**src/rtl/core/rxs_pkg.sv**
```systemverilog
package rxs_pkg;

   // Fixed field widths
   localparam int SYM_W  = 4;
   localparam int DATA_W = 32;

   // Result kinds
   localparam logic KIND_POS = 1'b0;
   localparam logic KIND_SUM = 1'b1;

   // Controller to datapath commands
   typedef struct packed {
      logic load_item;
      logic upd_run;
      logic lower_run;
      logic raise;
      logic lower_lcp;
      logic commit_prev;
      logic flush_unsaved;
      logic emit_pos;
      logic emit_sum;
      logic finish;
   } cmd_type;

   // Datapath to controller status
   typedef struct packed {
      logic have_prev;
      logic same_sym;
      logic in_run;
      logic last;
      logic pending_any;
      logic hold_vld;
      logic out_free;
   } sts_type;

   // Commands into the candidate table
   typedef struct packed {
      logic lower;
      logic raise;
      logic flush;
      logic drain;
      logic clear;
   } cand_cmd_type;

endpackage

```
**src/rtl/core/rxs_cand.sv**
```systemverilog
module rxs_cand
   import rxs_pkg::*;
#(
   parameter int ALPHABET_SIZE = 16,
   parameter int PSW           = 32
) (
   input  logic              clock,
   input  logic              reset,
   input  cand_cmd_type      cmd,
   input  logic [DATA_W-1:0] level_lower,
   input  logic [DATA_W-1:0] level_raise,
   input  logic [SYM_W-1:0]  sym_a,
   input  logic [PSW-1:0]    pos_a,
   input  logic [SYM_W-1:0]  sym_b,
   input  logic [PSW-1:0]    pos_b,
   output logic              pending_any,
   output logic [PSW-1:0]    drain_pos
);

   // Per-symbol candidate: has (level valid, else "minus one"), level, position, saved
   logic [ALPHABET_SIZE-1:0] has_ff, has_in;
   logic [ALPHABET_SIZE-1:0] saved_ff, saved_in;
   logic [ALPHABET_SIZE-1:0] pend_ff, pend_in;
   logic [DATA_W-1:0]        level_ff [ALPHABET_SIZE];
   logic [DATA_W-1:0]        level_in [ALPHABET_SIZE];
   logic [PSW-1:0]           pos_ff [ALPHABET_SIZE];
   logic [PSW-1:0]           pos_in [ALPHABET_SIZE];
   logic [ALPHABET_SIZE-1:0] onehot;

   // Lowest pending entry goes out first
   assign onehot      = pend_ff & (~pend_ff + ALPHABET_SIZE'(1));
   assign pending_any = |pend_ff;

   always_comb begin
      drain_pos = '0;
      for (int c = 0; c < ALPHABET_SIZE; c++) begin
         if (onehot[c]) begin
            drain_pos = drain_pos | pos_ff[c];
         end
      end
   end

   // Next state of the table; entry 0 (terminator) never becomes active
   always_comb begin
      logic hit_a;
      logic hit_b;
      hit_a    = 1'b0;
      hit_b    = 1'b0;
      has_in   = has_ff;
      saved_in = saved_ff;
      pend_in  = pend_ff;
      level_in = level_ff;
      pos_in   = pos_ff;
      if (cmd.clear) begin
         has_in   = '0;
         saved_in = '1;
         pend_in  = '0;
      end else begin
         if (cmd.drain) begin
            pend_in = pend_ff & ~onehot;
         end
         if (cmd.flush) begin
            pend_in = ~saved_ff;
         end
         for (int c = 0; c < ALPHABET_SIZE; c++) begin
            hit_a = (DATA_W'(sym_a) == DATA_W'(c)) && (c != 0);
            hit_b = (DATA_W'(sym_b) == DATA_W'(c)) && (c != 0);
            // lower everything above the level, mark unsaved ones for output
            if (cmd.lower && has_ff[c] && (level_ff[c] > level_lower)) begin
               pend_in[c]  = ~saved_ff[c];
               level_in[c] = level_lower;
               saved_in[c] = 1'b1;
            end
            // raise the two border symbols
            if (cmd.raise && (hit_a || hit_b) &&
                (!has_ff[c] || (level_raise > level_ff[c]))) begin
               has_in[c]   = 1'b1;
               level_in[c] = level_raise;
               pos_in[c]   = hit_a ? pos_a : pos_b;
               saved_in[c] = 1'b0;
            end
         end
      end
   end

   always_ff @(posedge clock) begin
      if (reset) begin
         has_ff   <= '0;
         saved_ff <= '1;
         pend_ff  <= '0;
      end else begin
         has_ff   <= has_in;
         saved_ff <= saved_in;
         pend_ff  <= pend_in;
      end
   end

   always_ff @(posedge clock) begin
      level_ff <= level_in;
      pos_ff   <= pos_in;
   end

endmodule

```
**src/rtl/core/rxs_dpath.sv**
```systemverilog
module rxs_dpath
   import rxs_pkg::*;
#(
   parameter int ALPHABET_SIZE = 16,
   parameter int POS_WIDTH     = 32
) (
   input  logic              clock,
   input  logic              reset,
   input  logic              csr_write_enable,
   input  logic [DATA_W-1:0] csr_write_data,
   input  logic [SYM_W-1:0]  req_bwt_symbol,
   input  logic [DATA_W-1:0] req_lcp_value,
   input  logic [DATA_W-1:0] req_suffix_start,
   input  logic              req_last,
   input  cmd_type           cmd,
   output sts_type           sts,
   output logic              rsp_valid,
   input  logic              rsp_stall,
   output logic              rsp_kind,
   output logic [DATA_W-1:0] rsp_position,
   output logic [DATA_W-1:0] rsp_border_count,
   output logic [DATA_W-1:0] rsp_set_size,
   output logic              rsp_end_of_run
);

   // Stored position width: only the low 32 bits ever leave the block
   localparam int PSW = (POS_WIDTH < DATA_W) ? POS_WIDTH : DATA_W;

   logic [DATA_W-1:0] text_len_ff;
   logic [SYM_W-1:0]  sym_ff, prev_sym_ff;
   logic [DATA_W-1:0] lcp_ff;
   logic [DATA_W-1:0] start_ff, prev_start_ff;
   logic              last_ff;
   logic              have_prev_ff, in_run_ff;
   logic [DATA_W-1:0] run_min_ff, borders_ff, emitted_ff;
   logic [DATA_W-1:0] rev_cur, rev_prev;

   logic              hold_vld_ff;
   logic              hold_kind_ff;
   logic [DATA_W-1:0] hold_pos_ff, hold_bord_ff, hold_size_ff;

   logic              rsp_valid_ff, rsp_kind_ff, rsp_end_ff;
   logic [DATA_W-1:0] rsp_pos_ff, rsp_bord_ff, rsp_size_ff;

   logic              out_free;
   logic              load_out;
   logic              produce;
   logic              pending_any;
   logic [PSW-1:0]    drain_pos;
   cand_cmd_type      ccmd;

   // Reversed positions N - start - 1, taken with the text length at raise time
   assign rev_cur  = text_len_ff + ~start_ff;
   assign rev_prev = text_len_ff + ~prev_start_ff;

   // Configuration register
   always_ff @(posedge clock) begin
      if (reset) begin
         text_len_ff <= DATA_W'(2);
      end else if (csr_write_enable) begin
         text_len_ff <= csr_write_data;
      end
   end

   // Current row
   always_ff @(posedge clock) begin
      if (cmd.load_item) begin
         sym_ff   <= req_bwt_symbol;
         lcp_ff   <= req_lcp_value;
         start_ff <= req_suffix_start;
         last_ff  <= req_last;
      end
   end

   // Scan state
   always_ff @(posedge clock) begin
      if (reset || cmd.emit_sum) begin
         prev_sym_ff   <= '0;
         prev_start_ff <= '0;
         have_prev_ff  <= 1'b0;
         run_min_ff    <= '0;
         in_run_ff     <= 1'b0;
         borders_ff    <= '0;
         emitted_ff    <= '0;
      end else begin
         if (cmd.upd_run) begin
            if (!in_run_ff || (lcp_ff < run_min_ff)) begin
               run_min_ff <= lcp_ff;
            end
            in_run_ff <= 1'b1;
         end
         if (cmd.lower_run) begin
            in_run_ff <= 1'b0;
         end
         if (cmd.raise) begin
            borders_ff <= borders_ff + DATA_W'(1);
         end
         if (cmd.commit_prev) begin
            prev_sym_ff   <= sym_ff;
            prev_start_ff <= start_ff;
            have_prev_ff  <= 1'b1;
         end
         if (cmd.emit_pos) begin
            emitted_ff <= emitted_ff + DATA_W'(1);
         end
      end
   end

   // Candidate table
   always_comb begin
      ccmd.lower = cmd.lower_run | cmd.lower_lcp;
      ccmd.raise = cmd.raise;
      ccmd.flush = cmd.flush_unsaved;
      ccmd.drain = cmd.emit_pos;
      ccmd.clear = cmd.emit_sum;
   end

   rxs_cand #(
      .ALPHABET_SIZE (ALPHABET_SIZE),
      .PSW           (PSW)
   ) u_cand (
      .clock       (clock),
      .reset       (reset),
      .cmd         (ccmd),
      .level_lower (cmd.lower_run ? run_min_ff : lcp_ff),
      .level_raise (lcp_ff),
      .sym_a       (prev_sym_ff),
      .pos_a       (rev_prev[PSW-1:0]),
      .sym_b       (sym_ff),
      .pos_b       (rev_cur[PSW-1:0]),
      .pending_any (pending_any),
      .drain_pos   (drain_pos)
   );

   // Hold stage: one result waits here until we know whether it ends the item
   assign out_free = !rsp_valid_ff || !rsp_stall;
   assign produce  = cmd.emit_pos || cmd.emit_sum;
   assign load_out = (produce && hold_vld_ff) || cmd.finish;

   always_ff @(posedge clock) begin
      if (reset) begin
         hold_vld_ff <= 1'b0;
      end else if (produce) begin
         hold_vld_ff <= 1'b1;
      end else if (cmd.finish) begin
         hold_vld_ff <= 1'b0;
      end
   end

   always_ff @(posedge clock) begin
      if (cmd.emit_pos) begin
         hold_kind_ff <= KIND_POS;
         hold_pos_ff  <= DATA_W'(drain_pos);
         hold_bord_ff <= '0;
         hold_size_ff <= '0;
      end else if (cmd.emit_sum) begin
         hold_kind_ff <= KIND_SUM;
         hold_pos_ff  <= '0;
         hold_bord_ff <= borders_ff;
         hold_size_ff <= emitted_ff;
      end
   end

   // Output register
   always_ff @(posedge clock) begin
      if (reset) begin
         rsp_valid_ff <= 1'b0;
      end else begin
         rsp_valid_ff <= load_out || (rsp_valid_ff && rsp_stall);
      end
   end

   always_ff @(posedge clock) begin
      if (load_out) begin
         rsp_kind_ff <= hold_kind_ff;
         rsp_pos_ff  <= hold_pos_ff;
         rsp_bord_ff <= hold_bord_ff;
         rsp_size_ff <= hold_size_ff;
         rsp_end_ff  <= cmd.finish;
      end
   end

   assign rsp_valid        = rsp_valid_ff;
   assign rsp_kind         = rsp_kind_ff;
   assign rsp_position     = rsp_pos_ff;
   assign rsp_border_count = rsp_bord_ff;
   assign rsp_set_size     = rsp_size_ff;
   assign rsp_end_of_run   = rsp_end_ff;

   // Status
   always_comb begin
      sts.have_prev   = have_prev_ff;
      sts.same_sym    = have_prev_ff && (sym_ff == prev_sym_ff);
      sts.in_run      = in_run_ff;
      sts.last        = last_ff;
      sts.pending_any = pending_any;
      sts.hold_vld    = hold_vld_ff;
      sts.out_free    = out_free;
   end

endmodule

```
**src/rtl/core/rxs_ctrl.sv**
```systemverilog
module rxs_ctrl
   import rxs_pkg::*;
(
   input  logic    clock,
   input  logic    reset,
   input  logic    req_valid,
   output logic    req_stall,
   input  sts_type sts,
   output cmd_type cmd
);

   localparam logic [3:0] ST_IDLE  = 4'd0;
   localparam logic [3:0] ST_EVAL  = 4'd1;
   localparam logic [3:0] ST_RAISE = 4'd2;
   localparam logic [3:0] ST_LOWL  = 4'd3;
   localparam logic [3:0] ST_DRAIN = 4'd4;
   localparam logic [3:0] ST_TAIL  = 4'd5;
   localparam logic [3:0] ST_LAST  = 4'd6;
   localparam logic [3:0] ST_FLUSH = 4'd7;
   localparam logic [3:0] ST_SUMM  = 4'd8;
   localparam logic [3:0] ST_FIN   = 4'd9;

   logic [3:0] state_ff, state_in;
   logic [3:0] ret_ff, ret_in;
   logic       hold_free;

   assign req_stall = (state_ff != ST_IDLE);
   assign hold_free = !sts.hold_vld || sts.out_free;

   always_comb begin
      cmd      = '0;
      state_in = state_ff;
      ret_in   = ret_ff;
      unique case (state_ff)
         ST_IDLE: begin
            if (req_valid) begin
               cmd.load_item = 1'b1;
               state_in      = ST_EVAL;
            end
         end
         // first row: commit only; same symbol: run update and commit; else close any open run and go raise
         ST_EVAL: begin
            if (!sts.have_prev || sts.same_sym) begin
               cmd.upd_run     = sts.have_prev;
               cmd.commit_prev = 1'b1;
               state_in        = sts.last ? ST_LAST : ST_IDLE;
            end else if (sts.in_run) begin
               cmd.lower_run = 1'b1;
               ret_in        = ST_RAISE;
               state_in      = ST_DRAIN;
            end else begin
               state_in = ST_RAISE;
            end
         end
         ST_RAISE: begin
            cmd.raise = 1'b1;
            state_in  = ST_LOWL;
         end
         ST_LOWL: begin
            cmd.lower_lcp = 1'b1;
            ret_in        = ST_TAIL;
            state_in      = ST_DRAIN;
         end
         // one emitted position per beat while the hold stage is free
         ST_DRAIN: begin
            if (sts.pending_any) begin
               cmd.emit_pos = hold_free;
            end else begin
               state_in = ret_ff;
            end
         end
         ST_TAIL: begin
            cmd.commit_prev = 1'b1;
            if (sts.last) begin
               state_in = ST_LAST;
            end else if (sts.hold_vld) begin
               state_in = ST_FIN;
            end else begin
               state_in = ST_IDLE;
            end
         end
         ST_LAST: begin
            if (sts.in_run) begin
               cmd.lower_run = 1'b1;
               ret_in        = ST_FLUSH;
               state_in      = ST_DRAIN;
            end else begin
               state_in = ST_FLUSH;
            end
         end
         ST_FLUSH: begin
            cmd.flush_unsaved = 1'b1;
            ret_in            = ST_SUMM;
            state_in          = ST_DRAIN;
         end
         ST_SUMM: begin
            if (hold_free) begin
               cmd.emit_sum = 1'b1;
               state_in     = ST_FIN;
            end
         end
         // release the held result marked as the item's last
         ST_FIN: begin
            if (!sts.hold_vld) begin
               state_in = ST_IDLE;
            end else if (sts.out_free) begin
               cmd.finish = 1'b1;
               state_in   = ST_IDLE;
            end
         end
         default: begin
            state_in = ST_IDLE;
         end
      endcase
   end

   always_ff @(posedge clock) begin
      if (reset) begin
         state_ff <= ST_IDLE;
         ret_ff   <= ST_IDLE;
      end else begin
         state_ff <= state_in;
         ret_ff   <= ret_in;
      end
   end

endmodule

```
**src/rtl/core/right_extension_set_scan_top.sv**
```systemverilog
// One row at a time; the input stalls until it is done. A border row closes any open run,
// raises its two symbols, lowers by its LCP, drains the emitted positions, and releases
// the final beat when it emitted something and is not a last row. A last row also closes
// any open run, flushes unsaved candidates, drains them and emits the summary.
// One beat per cycle; a stalled output holds the drain until the output register frees.
// Reset is synchronous, active high: clears scan state and candidates, text_length = 2.
module right_extension_set_scan_top
   import rxs_pkg::*;
#(
   parameter int ALPHABET_SIZE = 16,
   parameter int POS_WIDTH     = 32
) (
   input  logic              clock,
   input  logic              reset,
   input  logic              csr_write_enable,
   input  logic [DATA_W-1:0] csr_write_data,
   input  logic              req_valid,
   output logic              req_stall,
   input  logic [SYM_W-1:0]  req_bwt_symbol,
   input  logic [DATA_W-1:0] req_lcp_value,
   input  logic [DATA_W-1:0] req_suffix_start,
   input  logic              req_last,
   output logic              rsp_valid,
   input  logic              rsp_stall,
   output logic              rsp_kind,
   output logic [DATA_W-1:0] rsp_position,
   output logic [DATA_W-1:0] rsp_border_count,
   output logic [DATA_W-1:0] rsp_set_size,
   output logic              rsp_end_of_run
);

   cmd_type cmd;
   sts_type sts;

   rxs_ctrl u_ctrl (
      .clock     (clock),
      .reset     (reset),
      .req_valid (req_valid),
      .req_stall (req_stall),
      .sts       (sts),
      .cmd       (cmd)
   );

   rxs_dpath #(
      .ALPHABET_SIZE (ALPHABET_SIZE),
      .POS_WIDTH     (POS_WIDTH)
   ) u_dpath (
      .clock            (clock),
      .reset            (reset),
      .csr_write_enable (csr_write_enable),
      .csr_write_data   (csr_write_data),
      .req_bwt_symbol   (req_bwt_symbol),
      .req_lcp_value    (req_lcp_value),
      .req_suffix_start (req_suffix_start),
      .req_last         (req_last),
      .cmd              (cmd),
      .sts              (sts),
      .rsp_valid        (rsp_valid),
      .rsp_stall        (rsp_stall),
      .rsp_kind         (rsp_kind),
      .rsp_position     (rsp_position),
      .rsp_border_count (rsp_border_count),
      .rsp_set_size     (rsp_set_size),
      .rsp_end_of_run   (rsp_end_of_run)
   );

endmodule

```
**config.mk**
```make
export PLATFORM = sky130hd
export DESIGN_NAME = right_extension_set_scan_top
export DESIGN_NICKNAME = d
export VERILOG_FILES = /design/src/rtl/core/rxs_pkg.sv /design/src/rtl/core/rxs_cand.sv /design/src/rtl/core/rxs_dpath.sv /design/src/rtl/core/rxs_ctrl.sv /design/src/rtl/core/right_extension_set_scan_top.sv
export SDC_FILE = /design/constraint.sdc
export NUM_CORES = 2
export LEC_CHECK = 0
export BUFFER_PORTS_ARGS = -buffer_cell sky130_fd_sc_hd__buf_2
export CAP_MARGIN = 20
export CORE_MARGIN = 5
export CORE_UTILIZATION = 60
export DETAILED_ROUTE_END_ITERATION = 7
export HOLD_SLACK_MARGIN = 0.15
export PLACE_DENSITY = 0.78
export SYNTH_ARGS = -nofsm -noshare
export SYNTH_HDL_FRONTEND = slang
export SYNTH_SLANG_ARGS = --single-unit
```
**constraint.sdc**
```tcl
create_clock -name clock -period 8.9 [get_ports clock]
set_clock_uncertainty 0.1 [all_clocks]
set_input_delay 1.335 -clock clock [delete_from_list [all_inputs] [get_ports clock]]
set_output_delay 1.335 -clock clock [all_outputs]
set_load 0.1 [all_outputs]
```
==> results by group <==
Run status
  – Status: finished with violations
  – Failing checks: DRC

Logic synthesis
  – Yosys reg bits: between 1000 and 1500
  – Cells after Synth: approximately 8000
  – Async S/R FF share, synth: 0
  – Synth Area in Compound Gates: 0.137
  – Syn avg cell area: between 10 and 15 sq um
  – Post-synthesis simple-gate area fraction: 0.0989
  – Main combinational cell family by area after synthesis: adder cells
  – Post-synthesis mux area share: 0.0827
  – Commonest register cell after synthesis: edfxtp_1
  – Synth Area in Adders: 0.153
  – Post-synthesis xor/xnor area fraction: 0.0122
  – Post-Syn Area: roughly 86000 sq um
  – Post-synth cell types: roughly 80
  – Sequential-to-total area share from yosys stat: 0.469
  – Post-synth EDFFs: approximately 1200
  – Syn Nets: about 9200
  – Warnings from Yosys: 0

Worst setup path
  – Crit start category: flip-flop
  – Crit path cell chain: xnor2_1 > nand4_1 > nand2_1 > nor2_1 > a22oi_1 > nor2_1 > nand2_4 > buf_4 > mux2_2 > inv_1 > buf_4 > ha_1 > nand4_1 > nor4_1 > buf_4 > o21ai_0 > a21oi_1 > or2_2
  – CP endpoint kind: flip-flop
  – Largest stage delay on the critical path: 1.00 ns
  – CP max-delay cell: or2_2
  – CP Class: reg2reg
  – Worst EP required: between 9 and 10 ns
  – Crit path DAT: 7.74 ns
  – Crit Path Max Fanout: just over 60
  – Top cell by count, worst path: buf_4

Pwr
  – Worst vdd ir: 0.182 mV
  – Clock power frac: 0.378
  – Sequential Power Share: 0.439
  – Logic pwr share: 0.183
  – Switching share of power: 0.294
  – Net load switching power: 5.11 mW
  – Final Power: roughly 17 mW
  – LEAKAGE: 40.9 nW
  – Pint: around 12 mW
  – PD cells: between 150 and 200 nW/um^2

Die
  – Core area: ~140000 sq um
  – Initial core utilization: 0.602
  – Die height: just under 400 um
  – # rows: 139
  – Top Ports: between 200 and 250
  – Die area: approximately 150000 sq um
  – Die Wd: roughly 400 um

CTS
  – Setup Buffers After CTS: 0
  – Clock sink total: between 1000 and 1500
  – Worst-skew pair later-pin latency: 0.85 ns
  – Hold_buf cts: 0
  – Max clock buf depth: 3
  – CTS buffer count: ~160
  – H-tree depth: 4
  – CTS tree: built
  – Post-cts sizing count: 0
  – Root Buffer: clkbuf_16
  – Clock slew at reported path FFs: about 0.06 ns

STA
  – Final worst path period share: 0.836
  – Peak Freq: 134 MHz
  – RSZ-0062 raised after global routing: false
  – Final setup viols: 0
  – Hold_ws: between 0.3 and 0.4 ns
  – Max-slew violation count: 0
  – Setup TNS: 0 ns
  – Fin crit period: about 7.4 ns
  – Final Hold Violating Endpoints: 0
  – Max transition margin: 0.112
  – Worst-margin pin slew: 1.32 ns

Hold path
  – Worst Hold Class: reg2reg

GRT
  – Vias in the first global route: around 65000
  – Largest net degree at the start of global routing: approximately 90
  – Initial antenna violation count: 9
  – GRT Resource Usage Total: 0.351
  – Global-route wire length before repair: 401000 um
  – Congestion Overflow GR: 0

Routing
  – Vias per cell: between 6 and 7
  – Drt drc: 1
  – Routed wire length: ~270000 um
  – Post-route ant nets: 0
  – First drt pass iteration count: 8
  – Vias: ~67000
  – DR WL/cell: approximately 27 um
  – DRT iter0 DRCs: around 8500

Finish
  – Share of cells above drive strength 1: 0.150
  – Finished Cell Area: between 90000 and 100000 sq um
  – Area Growth Syn to Fin: 10.8%
  – NumNets Final: slightly above 9000

Placed design
  – Buffers added on ports: ~210
  – DP HPWL: roughly 190000 um
  – Placer congestion estimate: around 1.0
  – Area after DPL: approximately 90000 sq um

Job
  – Total of max-cap violations: 0
[synth_stat cells, types with 8 or more instances]
| master | number | area share |
|---|---|---|
| a211oi_1 | 21 | 0.0018 |
| a21o_1 | 401 | 0.035 |
| a21oi_1 | 452 | 0.026 |
| a221o_1 | 102 | 0.012 |
| a221oi_1 | 42 | 0.0043 |
| a222oi_1 | 32 | 0.0037 |
| a22oi_1 | 33 | 0.0029 |
| a31oi_1 | 54 | 0.0039 |
| and2_1 | 9 | 0.00065 |
| and3_1 | 32 | 0.0023 |
| and4_1 | 23 | 0.0023 |
| buf_1 | 10 | 0.00043 |
| buf_2 | 31 | 0.0018 |
| clkbuf_1 | 373 | 0.016 |
| dfxtp_1 | 285 | 0.066 |
| edfxtp_1 | 1159 | 0.40 |
| ha_1 | 1055 | 0.15 |
| inv_1 | 642 | 0.028 |
| mux2_2 | 481 | 0.063 |
| mux2i_1 | 172 | 0.020 |
| nand2_1 | 789 | 0.034 |
| nand2b_1 | 49 | 0.0036 |
| nand3_1 | 130 | 0.0075 |
| nand4_1 | 225 | 0.016 |
| nor2_1 | 350 | 0.015 |
| nor2b_1 | 87 | 0.0063 |
| nor3_1 | 34 | 0.0020 |
| nor4_1 | 28 | 0.0020 |
| o211ai_1 | 11 | 0.00096 |
| o21a_1 | 33 | 0.0029 |
| o21ai_0 | 533 | 0.031 |
| o21bai_1 | 13 | 0.0011 |
| o221ai_1 | 8 | 0.00081 |
| o22ai_1 | 22 | 0.0016 |
| o31a_1 | 9 | 0.00091 |
| o31ai_1 | 16 | 0.0014 |
| or2_2 | 14 | 0.0010 |
| or3_1 | 24 | 0.0017 |
| or4_1 | 12 | 0.0010 |
| xnor2_1 | 54 | 0.0055 |
| xor2_1 | 66 | 0.0067 |
[per-stage QoR]
step / instances / utilization / worst slack (ns)
6_report: 10230 / 0.667 / 1.46
3_5_place_dp: 9917 / 0.630 / 1.69
3_3_place_gp: 9917 / 0.630 / 1.80
5_1_grt: 10222 / 0.667 / 1.34
4_1_cts: 10210 / 0.666 / 1.59
2_1_floorplan: 8014 / - / 3.32
[critical path, delay by kind of cell, from the launching register on]
kind,cells,cell delay (ns)
buffers and inverters,4,1.27
adder cells (fa/ha/maj),1,0.20
AND/OR/NAND/NOR,8,3.14
AO/OA/AOI/OAI,3,0.88
multiplexers,1,0.42
XOR/XNOR,1,0.19
flip-flops,1,0.69
[cell type report]
type                       count  area (sq um)
fill                       10739         47700
inverter                     642          2410
timing repair buffer         426          2730
clock inverter               100          1100
multi-input combinational   5513         42300
clock buffer                 193          4150
sequential                  1444         40500
tap                         1903          2380
antenna                        9          22.5
[layer usage]
| metal | wire length, um | track usage | part of all wire |
|---|---|---|---|
| met4 | 17500 | 0.202 | 0.064 |
| met3 | 33000 | 0.0937 | 0.12 |
| met2 | 118000 | 0.525 | 0.43 |
| met1 | 105000 | 0.462 | 0.38 |
| met5 | 23 | 0 | 0.000084 |
[cell usage in the layout, fill, tap and decap left out, types with 28 or more instances in the layout]
master and n:
clkbuf_16 158, clkinv_2 32, a221o_1 102, xnor2_1 40, o21a_1 33, a222oi_1 32
mux2_2 481, edfxtp_1 1159, a221oi_1 42, xor2_1 63, dfxtp_1 284, inv_1 641
ha_1 1055, o21ai_0 533, buf_4 213, nand2_1 787, a21o_1 401, nand2b_1 43
nand3_1 128, nor2b_1 86, buf_2 205, nor2_1 344, a31oi_1 47, nand4_1 225
and3_1 28, mux2i_1 172, clkbuf_1 29, a21oi_1 445, a22oi_1 33
[power by group through the flow]
stage	Clock, mW	Combinational (mW)	Sequential (mW)
after global routing	6.91	3.44	7.63
final	6.58	3.18	7.63
after global placement	0	2.89	7.77
after CTS	6.62	3.06	7.63
after floorplan	0	1.93	7.78
after detailed placement	0	3.04	7.77
[logic make-up (layout without fill, tap and decap cells)]
kind of cell / after synthesis / in the layout
compound gates: 1853 / 1853
buf+inv: 1057 / 1361
fa+ha+maj: 1057 / 1057
flops: 1444 / 1444
xor+xnor: 120 / 120
mux: 653 / 653
simple gates: 1830 / 1830
other cells: 0 / 9
[final timing paths]
kind	start	endpoint	slack (ns)	depth (start not counted)
worst min register to register	u_dpath.hold_pos_ff[16]	u_dpath.rsp_position[16]	0.32	0
worst max register to register	u_dpath.prev_sym_ff[1]	u_dpath.u_cand.level_ff[373]	1.46	18
worst max-delay path	u_dpath.prev_sym_ff[1]	u_dpath.u_cand.level_ff[373]	1.46	18
worst min-delay path	u_dpath.hold_pos_ff[16]	u_dpath.rsp_position[16]	0.32	0
[state kept, by name, indices dropped and copies added (netlist names), 15 cells and up]
| register | flops |
|---|---|
| u_dpath.u_cand.pos_ff | 480 |
| u_dpath.u_cand.level_ff | 480 |
| u_dpath.lcp_ff | 32 |
| u_dpath.rsp_position | 32 |
| u_dpath.run_min_ff | 32 |
| u_dpath.rsp_border_count | 32 |
| u_dpath.start_ff | 32 |
| u_dpath.text_len_ff | 32 |
| u_dpath.u_cand.saved_ff | 15 |
| u_dpath.prev_start_ff | 32 |
| u_dpath.borders_ff | 32 |
| u_dpath.hold_bord_ff | 32 |
| u_dpath.rsp_set_size | 32 |
| u_dpath.u_cand.has_ff | 15 |
| u_dpath.hold_pos_ff | 32 |
| u_dpath.hold_size_ff | 32 |
| u_dpath.u_cand.pend_ff | 15 |
| u_dpath.emitted_ff | 32 |
No activity file was read; power rests on OpenSTA's default activity.
